### config.mk
export PLATFORM = sky130hd
export DESIGN_NAME = last_note_priority_key_stack_unit
export DESIGN_NICKNAME = d
export VERILOG_FILES = /design/src/hw/rtl/lnpks_pkg.sv /design/src/hw/rtl/last_note_priority_key_stack_unit.sv /design/src/hw/rtl/lnpks_stack.sv
export SDC_FILE = /design/constraint.sdc
export NUM_CORES = 1
export LEC_CHECK = 0
export ABC_AREA = 1
export BUFFER_PORTS_ARGS = -buffer_cell sky130_fd_sc_hd__buf_2
export CORE_AREA = 2 2 218 166
export DETAILED_ROUTE_END_ITERATION = 16
export DIE_AREA = 0 0 220 168
export GPL_ROUTABILITY_DRIVEN = 0
export PLACE_DENSITY = 0.79
export RECOVER_POWER = 50
export SLEW_MARGIN = 20
export SYNTH_ARGS = -nofsm -noshare
export SYNTH_HDL_FRONTEND = slang
export SYNTH_SLANG_ARGS = --single-unit
### constraint.sdc
create_clock -name clk_i -period 7.13 [get_ports clk_i]
set_input_delay 0.3565 -clock clk_i [delete_from_list [all_inputs] [get_ports clk_i]]
set_output_delay 0.3565 -clock clk_i [all_outputs]
set_load 0.02 [all_outputs]
### src/hw/rtl/lnpks_pkg.sv
package lnpks_pkg;

  localparam int unsigned STACK_DEPTH_DEF = 16;
  localparam int unsigned NOTE_W          = 14;
  localparam int unsigned SEMI_W          = 7;
  localparam int unsigned OCT_W           = 3;
  localparam int unsigned SEMIS_PER_OCT   = 12;
  localparam int unsigned CENTS_PER_SEMI  = 100;
  localparam int unsigned NOTE_MAX        = 9100;

  localparam logic [OCT_W-1:0] OCT_MAX   = 3'd5;
  localparam logic [OCT_W-1:0] OCT_RESET = 3'd2;
  localparam logic [7:0] CHAR_PLUS  = 8'h2B;
  localparam logic [7:0] CHAR_MINUS = 8'h2D;

  typedef enum logic [1:0] {
    REQ_PRESS   = 2'd0,
    REQ_RELEASE = 2'd1,
    REQ_CLEAR   = 2'd2
  } req_e;

  typedef enum logic [1:0] {
    OP_PUSH,
    OP_RELEASE,
    OP_CLEAR
  } stk_op_e;

  typedef enum logic [1:0] {
    TS_IDLE,
    TS_BUSY,
    TS_HOLD
  } top_state_e;

  typedef enum logic [2:0] {
    SK_IDLE,
    SK_SEARCH,
    SK_COMPACT,
    SK_PUT,
    SK_TOP_RD,
    SK_TOP
  } stk_state_e;

  typedef struct packed {
    logic              valid;
    stk_op_e           op;
    logic [7:0]        code;
    logic [NOTE_W-1:0] note;
  } stk_cmd_t;

  typedef struct packed {
    logic              done;
    logic              nonempty;
    logic [NOTE_W-1:0] note;
  } stk_rsp_t;

  typedef struct packed {
    logic       hit;
    logic       upper;
    logic [4:0] idx;
  } key_hit_t;

  function automatic key_hit_t key_lookup(logic [7:0] ch);
    key_hit_t r;
    case (ch)
      "z":     r = '{1'b1, 1'b0, 5'd0};
      "s":     r = '{1'b1, 1'b0, 5'd1};
      "x":     r = '{1'b1, 1'b0, 5'd2};
      "d":     r = '{1'b1, 1'b0, 5'd3};
      "c":     r = '{1'b1, 1'b0, 5'd4};
      "v":     r = '{1'b1, 1'b0, 5'd5};
      "g":     r = '{1'b1, 1'b0, 5'd6};
      "b":     r = '{1'b1, 1'b0, 5'd7};
      "h":     r = '{1'b1, 1'b0, 5'd8};
      "n":     r = '{1'b1, 1'b0, 5'd9};
      "j":     r = '{1'b1, 1'b0, 5'd10};
      "m":     r = '{1'b1, 1'b0, 5'd11};
      ",":     r = '{1'b1, 1'b0, 5'd12};
      "l":     r = '{1'b1, 1'b0, 5'd13};
      ".":     r = '{1'b1, 1'b0, 5'd14};
      ";":     r = '{1'b1, 1'b0, 5'd15};
      "/":     r = '{1'b1, 1'b0, 5'd16};
      "q":     r = '{1'b1, 1'b1, 5'd0};
      "2":     r = '{1'b1, 1'b1, 5'd1};
      "w":     r = '{1'b1, 1'b1, 5'd2};
      "3":     r = '{1'b1, 1'b1, 5'd3};
      "e":     r = '{1'b1, 1'b1, 5'd4};
      "r":     r = '{1'b1, 1'b1, 5'd5};
      "5":     r = '{1'b1, 1'b1, 5'd6};
      "t":     r = '{1'b1, 1'b1, 5'd7};
      "6":     r = '{1'b1, 1'b1, 5'd8};
      "y":     r = '{1'b1, 1'b1, 5'd9};
      "7":     r = '{1'b1, 1'b1, 5'd10};
      "u":     r = '{1'b1, 1'b1, 5'd11};
      "i":     r = '{1'b1, 1'b1, 5'd12};
      "9":     r = '{1'b1, 1'b1, 5'd13};
      "o":     r = '{1'b1, 1'b1, 5'd14};
      "0":     r = '{1'b1, 1'b1, 5'd15};
      "p":     r = '{1'b1, 1'b1, 5'd16};
      "[":     r = '{1'b1, 1'b1, 5'd17};
      "=":     r = '{1'b1, 1'b1, 5'd18};
      "]":     r = '{1'b1, 1'b1, 5'd19};
      default: r = '{1'b0, 1'b0, 5'd0};
    endcase
    return r;
  endfunction

endpackage

### src/hw/rtl/last_note_priority_key_stack_unit.sv
// An octave change or unmatched key skips the stack; a press with room writes the new top;
//   a full-stack press first shifts out the oldest entry; a release searches, then compacts.
// Throughput: one event at a time; the stack memory's single read and write port walks the
//   entries one per cycle, so the rate follows the number of held keys.
// Reset: stack empty, octave 2, note 0, gate low, no transfer pending; entries are not cleared.
module last_note_priority_key_stack_unit
  import lnpks_pkg::*;
#(
  parameter int unsigned STACK_DEPTH = STACK_DEPTH_DEF
) (
  input  logic        clk_i,
  input  logic        rst_ni,
  input  logic        s_axis_tvalid,
  output logic        s_axis_tready,
  input  logic [15:0] s_axis_tdata,   // key_code[7:0], key_char[15:8]
  input  logic [1:0]  s_axis_tuser,   // req_type[1:0]
  output logic        m_axis_tvalid,
  input  logic        m_axis_tready,
  output logic [15:0] m_axis_tdata    // note_cents[13:0], gate[14], zero[15]
);

  top_state_e        state_q, state_d;
  logic [OCT_W-1:0]  octave_q, octave_d;
  logic [NOTE_W-1:0] note_q, note_d;
  logic              gate_q, gate_d;
  logic              m_valid_q, m_valid_d;
  logic [15:0]       m_data_q;

  req_e              req;
  logic [7:0]        key_code;
  logic [7:0]        key_char;
  key_hit_t          lk;
  logic [OCT_W:0]    oct_eff;
  logic [SEMI_W-1:0] semi;
  logic [NOTE_W-1:0] note_new;
  logic              accept;
  logic              is_up;
  logic              is_dn;
  logic              need_stack;
  logic              out_free;
  logic              out_load;
  stk_cmd_t          cmd;
  stk_rsp_t          rsp;

  assign req      = req_e'(s_axis_tuser);
  assign key_code = s_axis_tdata[7:0];
  assign key_char = s_axis_tdata[15:8];
  assign lk       = key_lookup(key_char);
  assign oct_eff  = {1'b0, octave_q} + (OCT_W + 1)'(lk.upper);
  assign semi     = SEMI_W'(lk.idx) + SEMI_W'(oct_eff) * SEMI_W'(SEMIS_PER_OCT);
  assign note_new = NOTE_W'(semi) * NOTE_W'(CENTS_PER_SEMI);
  assign is_up    = (key_char == CHAR_PLUS) && (octave_q < OCT_MAX);
  assign is_dn    = (key_char == CHAR_MINUS) && (octave_q != '0);
  assign accept   = s_axis_tvalid && s_axis_tready;
  assign out_free = !m_valid_q || m_axis_tready;

  always_comb begin
    case (req) inside
      REQ_PRESS:              need_stack = !is_up && !is_dn && lk.hit;
      REQ_RELEASE, REQ_CLEAR: need_stack = 1'b1;
      default:                need_stack = 1'b0;
    endcase
  end

  always_comb begin
    state_d = state_q;
    unique case (state_q)
      TS_IDLE: begin
        if (accept) begin
          state_d = (!need_stack || rsp.done) ? TS_HOLD : TS_BUSY;
        end
      end
      TS_BUSY: begin
        if (rsp.done) begin
          state_d = TS_HOLD;
        end
      end
      TS_HOLD: begin
        if (out_free) begin
          state_d = TS_IDLE;
        end
      end
      default: state_d = TS_IDLE;
    endcase
  end

  always_comb begin
    s_axis_tready = (state_q == TS_IDLE);
    out_load      = (state_q == TS_HOLD) && out_free;
    cmd.valid     = accept && need_stack;
    cmd.code      = key_code;
    cmd.note      = note_new;
    unique case (req)
      REQ_RELEASE: cmd.op = OP_RELEASE;
      REQ_CLEAR:   cmd.op = OP_CLEAR;
      default:     cmd.op = OP_PUSH;
    endcase
  end

  always_comb begin
    octave_d = octave_q;
    if (accept && (req == REQ_PRESS)) begin
      if (is_up) begin
        octave_d = octave_q + 3'd1;
      end else if (is_dn) begin
        octave_d = octave_q - 3'd1;
      end
    end
    note_d = note_q;
    gate_d = gate_q;
    if (rsp.done) begin
      if (rsp.nonempty) begin
        note_d = rsp.note;
        gate_d = 1'b1;
      end else begin
        gate_d = 1'b0;
      end
    end
    m_valid_d = m_valid_q;
    if (out_load) begin
      m_valid_d = 1'b1;
    end else if (m_axis_tready) begin
      m_valid_d = 1'b0;
    end
  end

  lnpks_stack #(
    .DEPTH(STACK_DEPTH)
  ) u_stack (
    .clk_i (clk_i),
    .rst_ni(rst_ni),
    .cmd_i (cmd),
    .rsp_o (rsp)
  );

  always_ff @(posedge clk_i or negedge rst_ni) begin
    if (!rst_ni) begin
      state_q   <= TS_IDLE;
      octave_q  <= OCT_RESET;
      note_q    <= '0;
      gate_q    <= 1'b0;
      m_valid_q <= 1'b0;
    end else begin
      state_q   <= state_d;
      octave_q  <= octave_d;
      note_q    <= note_d;
      gate_q    <= gate_d;
      m_valid_q <= m_valid_d;
    end
  end

  always_ff @(posedge clk_i) begin
    if (out_load) begin
      m_data_q <= {1'b0, gate_q, note_q};
    end
  end

  assign m_axis_tvalid = m_valid_q;
  assign m_axis_tdata  = m_data_q;

endmodule

### src/hw/rtl/lnpks_stack.sv
module lnpks_stack
  import lnpks_pkg::*;
#(
  parameter int unsigned DEPTH = STACK_DEPTH_DEF
) (
  input  logic     clk_i,
  input  logic     rst_ni,
  input  stk_cmd_t cmd_i,
  output stk_rsp_t rsp_o
);

  localparam int unsigned AW = (DEPTH > 1) ? $clog2(DEPTH) : 1;
  localparam int unsigned CW = $clog2(DEPTH + 1);
  localparam int unsigned EW = CW + 1;
  localparam logic [EW-1:0] DEPTH_E = EW'(DEPTH);
  localparam logic [EW-1:0] ONE_E   = EW'(1);
  localparam logic [EW-1:0] TWO_E   = EW'(2);

  typedef struct packed {
    logic [7:0]        code;
    logic [NOTE_W-1:0] note;
  } entry_t;

  stk_state_e        state_q, state_d;
  logic [CW-1:0]     count_q, count_d;
  logic [AW-1:0]     ptr_q, ptr_d;
  stk_op_e           op_q, op_d;
  logic [7:0]        code_q, code_d;
  logic [NOTE_W-1:0] ent_note_q, ent_note_d;

  entry_t            mem [DEPTH];
  entry_t            rd_q;
  logic              we;
  logic [AW-1:0]     waddr;
  entry_t            wdata;
  logic [AW-1:0]     raddr;

  logic [EW-1:0]     cnt_e;
  logic [EW-1:0]     ptr_e;
  logic              full;
  logic              match;
  logic              hit_shift;
  logic              cmp_more;
  logic              ptr_zero;

  assign cnt_e     = EW'(count_q);
  assign ptr_e     = EW'(ptr_q);
  assign full      = (cnt_e == DEPTH_E);
  assign match     = (rd_q.code == code_q);
  assign hit_shift = match && ((ptr_e + ONE_E) < cnt_e);
  assign cmp_more  = (ptr_e + TWO_E) < cnt_e;
  assign ptr_zero  = (ptr_q == '0);

  always_comb begin
    state_d = state_q;
    unique case (state_q)
      SK_IDLE: begin
        if (cmd_i.valid) begin
          unique case (cmd_i.op)
            OP_PUSH: begin
              if (full) begin
                state_d = (ONE_E < cnt_e) ? SK_COMPACT : SK_PUT;
              end
            end
            OP_RELEASE: begin
              if (count_q != '0) begin
                state_d = SK_SEARCH;
              end
            end
            default: state_d = SK_IDLE;
          endcase
        end
      end
      SK_SEARCH: begin
        if (match) begin
          if (hit_shift) begin
            state_d = SK_COMPACT;
          end else if (cnt_e == ONE_E) begin
            state_d = SK_IDLE;
          end else begin
            state_d = SK_TOP_RD;
          end
        end else if (ptr_zero) begin
          state_d = SK_TOP_RD;
        end
      end
      SK_COMPACT: begin
        if (!cmp_more) begin
          state_d = (op_q == OP_PUSH) ? SK_PUT : SK_TOP_RD;
        end
      end
      SK_PUT:    state_d = SK_IDLE;
      SK_TOP_RD: state_d = SK_TOP;
      SK_TOP:    state_d = SK_IDLE;
      default:   state_d = SK_IDLE;
    endcase
  end

  always_comb begin
    count_d    = count_q;
    ptr_d      = ptr_q;
    op_d       = op_q;
    code_d     = code_q;
    ent_note_d = ent_note_q;
    we         = 1'b0;
    waddr      = '0;
    wdata      = '{code: code_q, note: ent_note_q};
    raddr      = '0;
    rsp_o      = '{done: 1'b0, nonempty: 1'b0, note: ent_note_q};
    unique case (state_q)
      SK_IDLE: begin
        if (cmd_i.valid) begin
          op_d       = cmd_i.op;
          code_d     = cmd_i.code;
          ent_note_d = cmd_i.note;
          unique case (cmd_i.op)
            OP_PUSH: begin
              if (!full) begin
                we      = 1'b1;
                waddr   = AW'(count_q);
                wdata   = '{code: cmd_i.code, note: cmd_i.note};
                count_d = CW'(cnt_e + ONE_E);
                rsp_o   = '{done: 1'b1, nonempty: 1'b1, note: cmd_i.note};
              end else begin
                ptr_d = '0;
                raddr = AW'(ONE_E);
                if (!(ONE_E < cnt_e)) begin
                  count_d = CW'(cnt_e - ONE_E);
                end
              end
            end
            OP_RELEASE: begin
              if (count_q == '0) begin
                rsp_o.done = 1'b1;
              end else begin
                raddr = AW'(cnt_e - ONE_E);
                ptr_d = AW'(cnt_e - ONE_E);
              end
            end
            default: begin
              count_d    = '0;
              rsp_o.done = 1'b1;
            end
          endcase
        end
      end
      SK_SEARCH: begin
        if (match) begin
          if (hit_shift) begin
            raddr = AW'(ptr_e + ONE_E);
          end else begin
            count_d = CW'(cnt_e - ONE_E);
            if (cnt_e == ONE_E) begin
              rsp_o.done = 1'b1;
            end
          end
        end else if (!ptr_zero) begin
          raddr = AW'(ptr_e - ONE_E);
          ptr_d = AW'(ptr_e - ONE_E);
        end
      end
      SK_COMPACT: begin
        we    = 1'b1;
        waddr = ptr_q;
        wdata = rd_q;
        if (cmp_more) begin
          raddr = AW'(ptr_e + TWO_E);
          ptr_d = AW'(ptr_e + ONE_E);
        end else begin
          count_d = CW'(cnt_e - ONE_E);
        end
      end
      SK_PUT: begin
        we      = 1'b1;
        waddr   = AW'(count_q);
        count_d = CW'(cnt_e + ONE_E);
        rsp_o   = '{done: 1'b1, nonempty: 1'b1, note: ent_note_q};
      end
      SK_TOP_RD: begin
        raddr = AW'(cnt_e - ONE_E);
      end
      SK_TOP: begin
        rsp_o = '{done: 1'b1, nonempty: 1'b1, note: rd_q.note};
      end
      default: ;
    endcase
  end

  always_ff @(posedge clk_i) begin
    if (we) begin
      mem[waddr] <= wdata;
    end
    rd_q <= mem[raddr];
  end

  always_ff @(posedge clk_i or negedge rst_ni) begin
    if (!rst_ni) begin
      state_q <= SK_IDLE;
      count_q <= '0;
      ptr_q   <= '0;
      op_q    <= OP_PUSH;
    end else begin
      state_q <= state_d;
      count_q <= count_d;
      ptr_q   <= ptr_d;
      op_q    <= op_d;
    end
  end

  always_ff @(posedge clk_i) begin
    code_q     <= code_d;
    ent_note_q <= ent_note_d;
  end

endmodule

==> impl_results.md <==
- Die width: 220 µm
- FF+latch count, synth: 444
- Lkg Pwr: 9.95 nW
- Antenna violations before repair: 0
- Clock Skew: 0.0330 ns
- Max stage delay on crit path: 0.48 ns
- Worst setup EP type: flip-flop
- Total Die Area: 0.0370 mm²
- Die height: 168 µm
- Area grow syn2layout: 8.74%
- Routed wire per std cell: 20.3 µm
- R2R depth: 15
- Cell with the most instances after synthesis: nand2_1
- Total Wirelength: 55.9 mm
- Primary FF master, synth: edfxtp_1
- M1 WL: 21.6 mm
- Pin count of the biggest net entering global routing: 101
- Worst rel slew slack: -57.2%
- DPL Wire Length: 32.7 mm
- Crit path time final: 6.49 ns
- Worst-Margin Slew: 2.35 ns
- CTS root buf: clkbuf_16
- Gate Count Post-Synth: 2223
- Detail-routed via count per cell: 6.02
- Top cell type's share of synthesized area: 53.5%
- Met2 wire len: 25.7 mm
- Synth Area per Inst: 9.77 µm²
- CP startpoint kind: input port
- Core Box Area: 0.0351 mm²
- Max-slew violation count: 120
- Drc violations: 0
- Clock buffer depth: 3
- TritonCTS Buffers: 43
- Htree depth: 2
- Ys Warns: 0
- Final Hold Fails: 0
- Peak fanout along the critical path: 16
- First-pass GRT wire length: 86.8 mm
- F_max: 154 MHz
- Starting density of the core: 61.8%
- Synth area leader: edfxtp_1
- Clock-pin transition on the worst setup and hold timing paths: 0.07 ns
- Worst EP required: 7.27 ns
- Clock sink total: 444
- Post-Syn Nets: 2310
- Buffers on Ports: 38
- Grt ovf: 0
- Detail Route Antenna Nets: 0
- Layout Nets: 2336
- Post-CTS sizing: 0
- Layout cells sized above 1: 6.88%
- WHS: 0.119 ns
- Slowest stage cell, crit path: fa_1
- Final setup fails: 0
- RSZ-0062 raised after global routing: false
- Max VDD drop: 0.362 mV
- Status: complete, but fails checks
- DR vias: 16534
- Final period util: 91.0%
- Max cap viols: 6
- Setup CP Type: in2reg
- GRT Total Usage: 30.6%
- Pwr/cell area: 396 mW/mm²
- Vias in the first global route: 15805
- Post-synth top cells: nand2_1, nand3_1, edfxtp_1, inv_1, nor2_1
- Async set-reset flop share out of synthesis: 7.88%
- Hold Path Stages: 1
- Synth Cell Area: 0.0217 mm²
- Critical path arrival: 6.63 ns
- FP Rows: 60
- Crit path top cell by count: ha_1
- I/O pin count: 40
- CTS tree: built
- Seq/Total Area, Yosys: 59.6%
- Worst hold path type: in2reg
- TritonRoute pass-1 iters: 6
- Failing checks: capacitance limit, slew limit
- Starting DRT DRC Count: 2509
- Synth top area cells: edfxtp_1, nand2_1, nand3_1
- Count of different cell masters after synthesis: 58
- Met3 wire len: 6.76 mm
- Max Used Layer: met4
- N_diodes: 0
- Post-synth EDFFs: 387
- Worst-Skew Late Latency: 0.58 ns
- Sum Neg Setup Slack: 0 ns
==> cell type report <==
type	instances	area [µm²]
clock buffers	51	1130
clock inverters	27	188
fillers	2635	11500
inverters	277	1040
multi-input cells	1392	7190
flip-flops and latches	444	12900
well taps	465	582
repair buffers	91	543
==> cell usage in the layout, fill, tap and decap left out, drive strengths merged, types with 9 or more instances in the layout <==
cell type / Yosys / final
ha: 61 / 61
edfxtp: 387 / 387
o221ai: 15 / 15
inv: 276 / 280
o211ai: 12 / 12
nor3: 12 / 12
clkinv: 1 / 22
nand3b: 46 / 46
xor2: 18 / 18
dfxtp: 22 / 22
dfrtp: 34 / 34
nor2: 79 / 79
clkbuf: 31 / 91
o21ai: 61 / 61
dlygate4sd3: 0 / 9
nand3: 409 / 409
buf: 79 / 42
a21oi: 38 / 38
nand4: 9 / 9
nand2: 578 / 578
==> power breakdown <==
group	internal (W)	switching, W	total (W)
sequential	0.00358	0.000159	0.00374
clock	0.00118	0.000981	0.00216
combinational	0.000935	0.00252	0.00345
total	0.00569	0.00366	0.00935
==> what timing repair did <==
action,CTS,global route
endpoints found under the hold margin,41,1
setup buffers,0,0
endpoints found under the setup margin,0,0
hold buffers,8,1
==> worst max-delay path: cells and delay by family <==
| family | cells | cell delay, ns |
|---|---|---|
| xor+xnor | 1 | 0.22 |
| fa+ha+maj | 10 | 3.11 |
| simple gates | 12 | 1.32 |
| buf+inv | 4 | 0.64 |
| compound gates | 6 | 0.97 |
==> cell families after synthesis <==
kind of cell    synth area share (%)
simple gates                    23.5
flops                           59.6
buf+inv                         7.39
compound gates                  4.66
fa+ha+maj                       3.88
xor+xnor                       0.887
other cells                   0.0173
mux                           0.0519
==> state kept, by name (all words and copies together) (netlist names) <==
register,count
u_stack.ptr_q,4
u_stack.state_q,3
u_stack.rd_q,22
u_stack.op_q,2
u_stack.code_q,8
note_q,14
m_axis_tvalid,1
u_stack.mem,352
u_stack.count_q,5
state_q,2
m_axis_tdata,15
octave_q,3
gate_q,1
u_stack.ent_note_q,12
==> layer usage <==
metal	global-route usage [%]	vias to the layer above
met4	10.9	0
met1	42.9	7774
met2	48.1	1028
met3	5.91	146
li1	-	7586
met5	0	-
==> worst paths after layout <==
check | endpoint | start | slack (ns)
worst min-delay path | u_stack.code_q[5]$_DFFE_PP_ | s_axis_tdata[5] | 0.12
max in group asynchronous | note_q[1]$_DFFE_PN0P_ | rst_ni | 4.89
worst max-delay path | u_stack.mem[2][13]$_DFFE_PP_ | s_axis_tdata[8] | 0.64
worst max register to register | u_stack.mem[2][20]$_DFFE_PP_ | octave_q[1]$_DFFE_PN1P_ | 0.99
worst min register to register | m_axis_tdata[7]$_DFFE_PP_ | note_q[7]$_DFFE_PN0P_ | 0.45
min in group asynchronous | note_q[9]$_DFFE_PN0P_ | rst_ni | 0.97
==> per-stage QoR <==
step	utilization [%]	cell area (µm²)	setup WS, ns	instances	total power, W
global placement	63.3	22300	0.633	2653	0.00702
detailed placement	63.4	22300	0.232	2654	0.00716
global route	67.2	23600	0.164	2747	0.00984
floorplan	-	21700	1.35	2223	0.00612
finish	67.2	23600	0.642	2747	0.00935
CTS	67.4	23700	0.742	2740	0.00930
(Power assumes the default switching activity.)
